[src/design/swgs_pkg.sv]
// ----------------------------------------------------------------------------
// swgs_pkg
// shared types and constants of the shallow water grid stepper
// ----------------------------------------------------------------------------
`default_nettype none
package swgs_pkg;
  localparam int GRID_DIM_DEF  = 64;
  localparam int WORD_BITS_DEF = 32;
  localparam int FRAC_BITS_DEF = 16;
  localparam int GAIN_BITS     = 24;
  localparam int IDX_BITS      = 6;
  localparam int FIELD_BITS    = 32;
  localparam logic [GAIN_BITS-1:0] VEL_GAIN_RST = 24'd80364;
  localparam logic [GAIN_BITS-1:0] HGT_GAIN_RST = 24'd8192;

  typedef enum logic [1:0] {
    OP_WRITE = 2'd0,
    OP_STEP  = 2'd1,
    OP_READ  = 2'd2,
    OP_NONE  = 2'd3
  } op_e;

  typedef enum logic {
    REG_VEL_GAIN = 1'b0,
    REG_HGT_GAIN = 1'b1
  } reg_e;

  typedef enum logic [3:0] {
    ST_CLEAR, ST_IDLE, ST_RD_CELL, ST_RD_WAIT, ST_OUT,
    ST_S_RD1, ST_S_RD2, ST_S_VEL, ST_S_VMUL, ST_S_VWR,
    ST_S_RD3, ST_S_RD4, ST_S_HMUL, ST_S_HWR, ST_S_NEXT
  } state_e;

  typedef enum logic [2:0] {
    RD_CENTRE, RD_NORTH, RD_SOUTH, RD_WEST, RD_EAST
  } rdsel_e;

  typedef struct packed {
    logic   clr_wr;
    logic   host_wr;
    logic   host_rd;
    logic   rd_en;
    rdsel_e rd_sel;
    logic   lat_a;
    logic   lat_b;
    logic   vel_calc;
    logic   vel_wr;
    logic   hgt_calc;
    logic   hgt_wr;
    logic   cnt_first;
    logic   cnt_next;
    logic   cap_out;
    logic   zero_out;
  } cmd_t;

  typedef struct packed {
    logic clr_done;
    logic sweep_done;
    logic in_grid;
  } sts_t;
endpackage
`default_nettype wire

[src/design/swgs_ctrl.sv]
// ----------------------------------------------------------------------------
// swgs_ctrl
// sequencer for host access, clearing pass and the grid sweep
// ----------------------------------------------------------------------------
`default_nettype none
module swgs_ctrl (
  input  wire logic            clk_i,
  input  wire logic            rst_ni,
  input  wire logic            in_valid,
  output logic                 in_stall,
  input  wire logic [1:0]      op_i,
  output logic                 out_valid,
  input  wire logic            out_stall,
  input  wire swgs_pkg::sts_t  sts_i,
  output swgs_pkg::cmd_t       cmd_o
);
  swgs_pkg::state_e state_q, state_d;
  logic out_valid_q, out_valid_d;

  always_ff @(posedge clk_i or negedge rst_ni) begin
    if (!rst_ni) begin
      state_q     <= swgs_pkg::ST_CLEAR;
      out_valid_q <= 1'b0;
    end else begin
      state_q     <= state_d;
      out_valid_q <= out_valid_d;
    end
  end

  assign out_valid = out_valid_q;

  always_comb begin
    state_d     = state_q;
    out_valid_d = out_valid_q;
    cmd_o       = '0;
    cmd_o.rd_sel = swgs_pkg::RD_CENTRE;
    in_stall    = 1'b1;
    if (out_valid_q && !out_stall) out_valid_d = 1'b0;
    case (state_q)
      swgs_pkg::ST_CLEAR: begin
        cmd_o.clr_wr = 1'b1;
        if (sts_i.clr_done) state_d = swgs_pkg::ST_IDLE;
      end
      swgs_pkg::ST_IDLE: begin
        in_stall = out_valid_q && out_stall;
        if (in_valid && !in_stall) begin
          case (swgs_pkg::op_e'(op_i))
            swgs_pkg::OP_WRITE: begin
              cmd_o.host_wr  = sts_i.in_grid;
              cmd_o.zero_out = 1'b1;
              out_valid_d    = 1'b1;
            end
            swgs_pkg::OP_STEP: begin
              cmd_o.cnt_first = 1'b1;
              state_d = swgs_pkg::ST_S_RD1;
            end
            swgs_pkg::OP_READ: begin
              cmd_o.host_rd = 1'b1;
              state_d = swgs_pkg::ST_RD_WAIT;
            end
            default: begin
              cmd_o.zero_out = 1'b1;
              out_valid_d    = 1'b1;
            end
          endcase
        end
      end
      swgs_pkg::ST_RD_WAIT: begin
        state_d = swgs_pkg::ST_OUT;
      end
      swgs_pkg::ST_RD_CELL, swgs_pkg::ST_OUT: begin
        cmd_o.cap_out = 1'b1;
        out_valid_d   = 1'b1;
        state_d       = swgs_pkg::ST_IDLE;
      end
      // sweep: north/south then west/east heights, velocities, divergence
      swgs_pkg::ST_S_RD1: begin
        cmd_o.rd_en = 1'b1; cmd_o.rd_sel = swgs_pkg::RD_NORTH;
        state_d = swgs_pkg::ST_S_RD2;
      end
      swgs_pkg::ST_S_RD2: begin
        cmd_o.rd_en = 1'b1; cmd_o.rd_sel = swgs_pkg::RD_SOUTH;
        cmd_o.lat_a = 1'b1;
        state_d = swgs_pkg::ST_S_VEL;
      end
      swgs_pkg::ST_S_VEL: begin
        cmd_o.rd_en = 1'b1; cmd_o.rd_sel = swgs_pkg::RD_WEST;
        cmd_o.lat_b = 1'b1;
        state_d = swgs_pkg::ST_S_VMUL;
      end
      swgs_pkg::ST_S_VMUL: begin
        cmd_o.rd_en = 1'b1; cmd_o.rd_sel = swgs_pkg::RD_EAST;
        cmd_o.lat_a = 1'b1;
        state_d = swgs_pkg::ST_S_RD3;
      end
      swgs_pkg::ST_S_RD3: begin
        cmd_o.rd_en = 1'b1; cmd_o.rd_sel = swgs_pkg::RD_CENTRE;
        cmd_o.lat_b = 1'b1;
        state_d = swgs_pkg::ST_S_RD4;
      end
      swgs_pkg::ST_S_RD4: begin
        cmd_o.vel_calc = 1'b1;
        state_d = swgs_pkg::ST_S_VWR;
      end
      swgs_pkg::ST_S_VWR: begin
        cmd_o.vel_wr = 1'b1;
        state_d = swgs_pkg::ST_S_HMUL;
      end
      swgs_pkg::ST_S_HMUL: begin
        cmd_o.hgt_calc = 1'b1;
        state_d = swgs_pkg::ST_S_HWR;
      end
      swgs_pkg::ST_S_HWR: begin
        cmd_o.hgt_wr = 1'b1;
        state_d = swgs_pkg::ST_S_NEXT;
      end
      swgs_pkg::ST_S_NEXT: begin
        cmd_o.cnt_next = 1'b1;
        if (sts_i.sweep_done) begin
          cmd_o.zero_out = 1'b1;
          out_valid_d    = 1'b1;
          state_d        = swgs_pkg::ST_IDLE;
        end else begin
          state_d = swgs_pkg::ST_S_RD1;
        end
      end
      default: state_d = swgs_pkg::ST_IDLE;
    endcase
  end
endmodule
`default_nettype wire

[config.mk]
export PLATFORM = sky130hd
export DESIGN_NAME = swgs_ctrl
export DESIGN_NICKNAME = d
export VERILOG_FILES = /design/src/design/swgs_pkg.sv /design/src/design/swgs_ctrl.sv
export SDC_FILE = /design/constraint.sdc
export NUM_CORES = 1
export LEC_CHECK = 0
export BUFFER_PORTS_ARGS = -buffer_cell sky130_fd_sc_hd__buf_2
export CAP_MARGIN = 20
export CORE_AREA = 2 2 39 41
export DETAILED_ROUTE_END_ITERATION = 10
export DIE_AREA = 0 0 41 43
export PLACE_DENSITY = 0.78
export SYNTH_ARGS = -nofsm -noshare
export SYNTH_HDL_FRONTEND = slang
export SYNTH_SLANG_ARGS = --single-unit
[constraint.sdc]
create_clock -name clk_i -period 3.4 [get_ports clk_i]
set_input_delay 1.02 -clock clk_i [delete_from_list [all_inputs] [get_ports clk_i]]
set_output_delay 1.02 -clock clk_i [all_outputs]
set_load 0.005 [all_outputs]
==> results.md <==
* Run status: finished, final reports clean
* Vias in the first global route at 504
* Share of cells above drive strength 1 at 36.6%
* Sink Count at 5
* Area leader, netlist: dfrtp_1
* EDFF count, synth at 0
* R2r endpoint: out_valid$_DFF_PN0_
* Setup ws final at 536 ps
* #FFs+latches synth at 5
* Pin count of the biggest net entering global routing at 21
* Synth Flop Type: dfrtp_1
* Port Buf Inserts at 27
* Max FO, Critical Path at 2
* Power per cell area at 773 nW/um^2
* Leakage power at 0.373 nW
* Hold-fix buffers, CTS at 0
* Clock slew at reported path FFs at 50 ps
* Synth unique cells at 36
* Seq. cell area at 125 um^2
* CP arrival at ~1800 ps
* YS warnings at 0
* Maximum clock rate at 349 MHz
* Depth of the most critical reg-to-reg path at 3
* Worst skew pair latency at roughly 240 ps
* Nets at 114
* Worst Path Required at 2380 ps
* Async set or reset register ratio after synthesis at between 90% and 100%
* Post-Syn Area at 601 um^2
* Count leader, synth: nor2_1
* Post-CTS sizing at 0
* Via Count at 621
* R2R Path Start: state_q[1]$_DFFE_PN0P_
* Max-slew violations at 0
* Detailed Place HPWL at 933 um
* Clk buf depth at 2
* Tightest Pin Transition at about 560 ps
* Mapped Nets at 90
* Power, Total at 557 uW
* Synth top cells by count: nor2_1 (10), inv_1 (6), nand2_1 (6), nor3_1 (6), dfrtp_1 (5)
* Layout area overhead at 20.0%
* Finish-stage setup viols at 0
* Area of the multi-input gates at 392 um^2
* Post-CTS setup buffer count at 0
* Pre-CTS setup slack at 535 ps
* Hold Worst Slack at 582 ps
* Flop-to-flop setup slack at ~1900 ps
* Mapped Cells at 78
* Hold Violations, Final at 0
* Final core occ at 52.1%
* Initial Util at 43.4%
* Max VDD drop at about 0.36 mV
* DR WL/cell at 10.8 um
* I/O Pins at 28
* Aggregate routed wire length at 1.26 mm
* CTS Buf Count at 3
* RSZ-0062 raised after global routing: no
* Core Area at about 1400 um^2
* Skew final at 5.74 ps
* Global-route wire length before repair at 2.06 mm
* DRT iter0 DRCs at 19
* Root buf cell: clkbuf_4
* Post-route ant nets at 0
* Critical Setup Path Class: in -> out
* Diode count at 0
* Relative slew slack at 62.6%
* H-tree level count at 1
* Die area at 1760 um^2
* Crit end category: output port
* Fill count at 151
* Finished Layout Cells at 117
* Finished layout cell area at approximately 720 um^2
* Placement Cell Area at 694 um^2
* Gr usage total at between 10% and 20%
* # DRC at 0
* Gpl congestion at 0.822
* Sum of negative setup slack at 0 ps
* Period utilization at 84.2%
* Fin crit period at 2860 ps
* Type of origin of the critical path: primary input
* Antenna violations before repair at 0
* CTS tree: yes
* Rows at 14
* Drt pass-1 iters at 4
* Top cells by area, synth: dfrtp_1 (21%), buf_6 (7.5%), ha_1 (6.3%)
* MaxCap Viol Count at 0
* Grt total ovfl at 0
* Sequential share of the synthesized area at a little over a fifth
* Die Y at 43 um
* HP Class: in -> async
* Placed Cells at about 110
* Die X at 41 um
* Synth top area share at 20.8%
* Syn Area/Cell at roughly 7.7 um^2
* Vias per inst at 5.31
-- flip-flops by register name, indices dropped and copies added (netlist names) --
name       count
state_q        4
out_valid      1
-- routing by layer --
layer / global-route usage, % / routed length, um / up-vias
met5: 0 / 0 / -
met2: 25.0 / 650 / 12
met4: 5.33 / 0 / 0
li1: - / - / 319
met3: 2.09 / 45 / 0
met1: 21.6 / 564 / 290
-- kinds of logic (layout without fill, tap and decap cells) --
family,count (synthesis),count (layout),share of synthesized area (%)
AND/OR/NAND/NOR,38,38,34.8
AO/OA/AOI/OAI,17,17,22.7
buffers and inverters,14,37,14.0
flip-flops,5,5,20.8
adder cells (fa/ha/maj),3,3,6.25
XOR/XNOR,1,1,1.46
-- layout make-up --
cell class | instances | area share, %
sequential | 5 | 17.4
multi-input combinational | 59 | 54.3
tap | 16 | 2.78
inverter | 6 | 3.13
clock buffer | 4 | 3.65
timing repair buffer | 27 | 18.8
-- where the power goes --
group	switching (mW)	internal (mW)
sequential	0.106	0.0868
clock	0.0236	0.0443
combinational	0.134	0.163
-- layout by cell type (no fill, tap or decap), types with 2 or more instances in the layout --
cell type	netlist	final
buf_2	1	27
inv_1	6	6
o21ai_0	4	4
nand2_1	6	6
nor2b_1	2	2
nor3_1	6	6
clkbuf_4	0	3
nor2_1	10	10
dfrtp_1	5	5
o221ai_1	2	2
and3_1	2	2
nand2b_1	2	2
ha_1	3	3
-- worst max-delay path, cell delays in order --
cell and delay (ps):
buf_2 90, inv_1 60, ha_1 270, inv_1 50, a32o_1 230, buf_2 120
-- worst max path at each step --
stage | end | start | depth (start not counted) | slack [ps]
6_report | cmd_o[0] | op_i[0] | 6 | 540
5_1_grt | cmd_o[0] | op_i[0] | 6 | 490
4_1_cts | cmd_o[0] | op_i[0] | 6 | 540
3_5_place_dp | cmd_o[0] | op_i[0] | 6 | 530
3_3_place_gp | cmd_o[0] | op_i[0] | 6 | 580
2_1_floorplan | cmd_o[0] | op_i[0] | 4 | 790
Note: power is estimated with default switching activity, not from simulation.
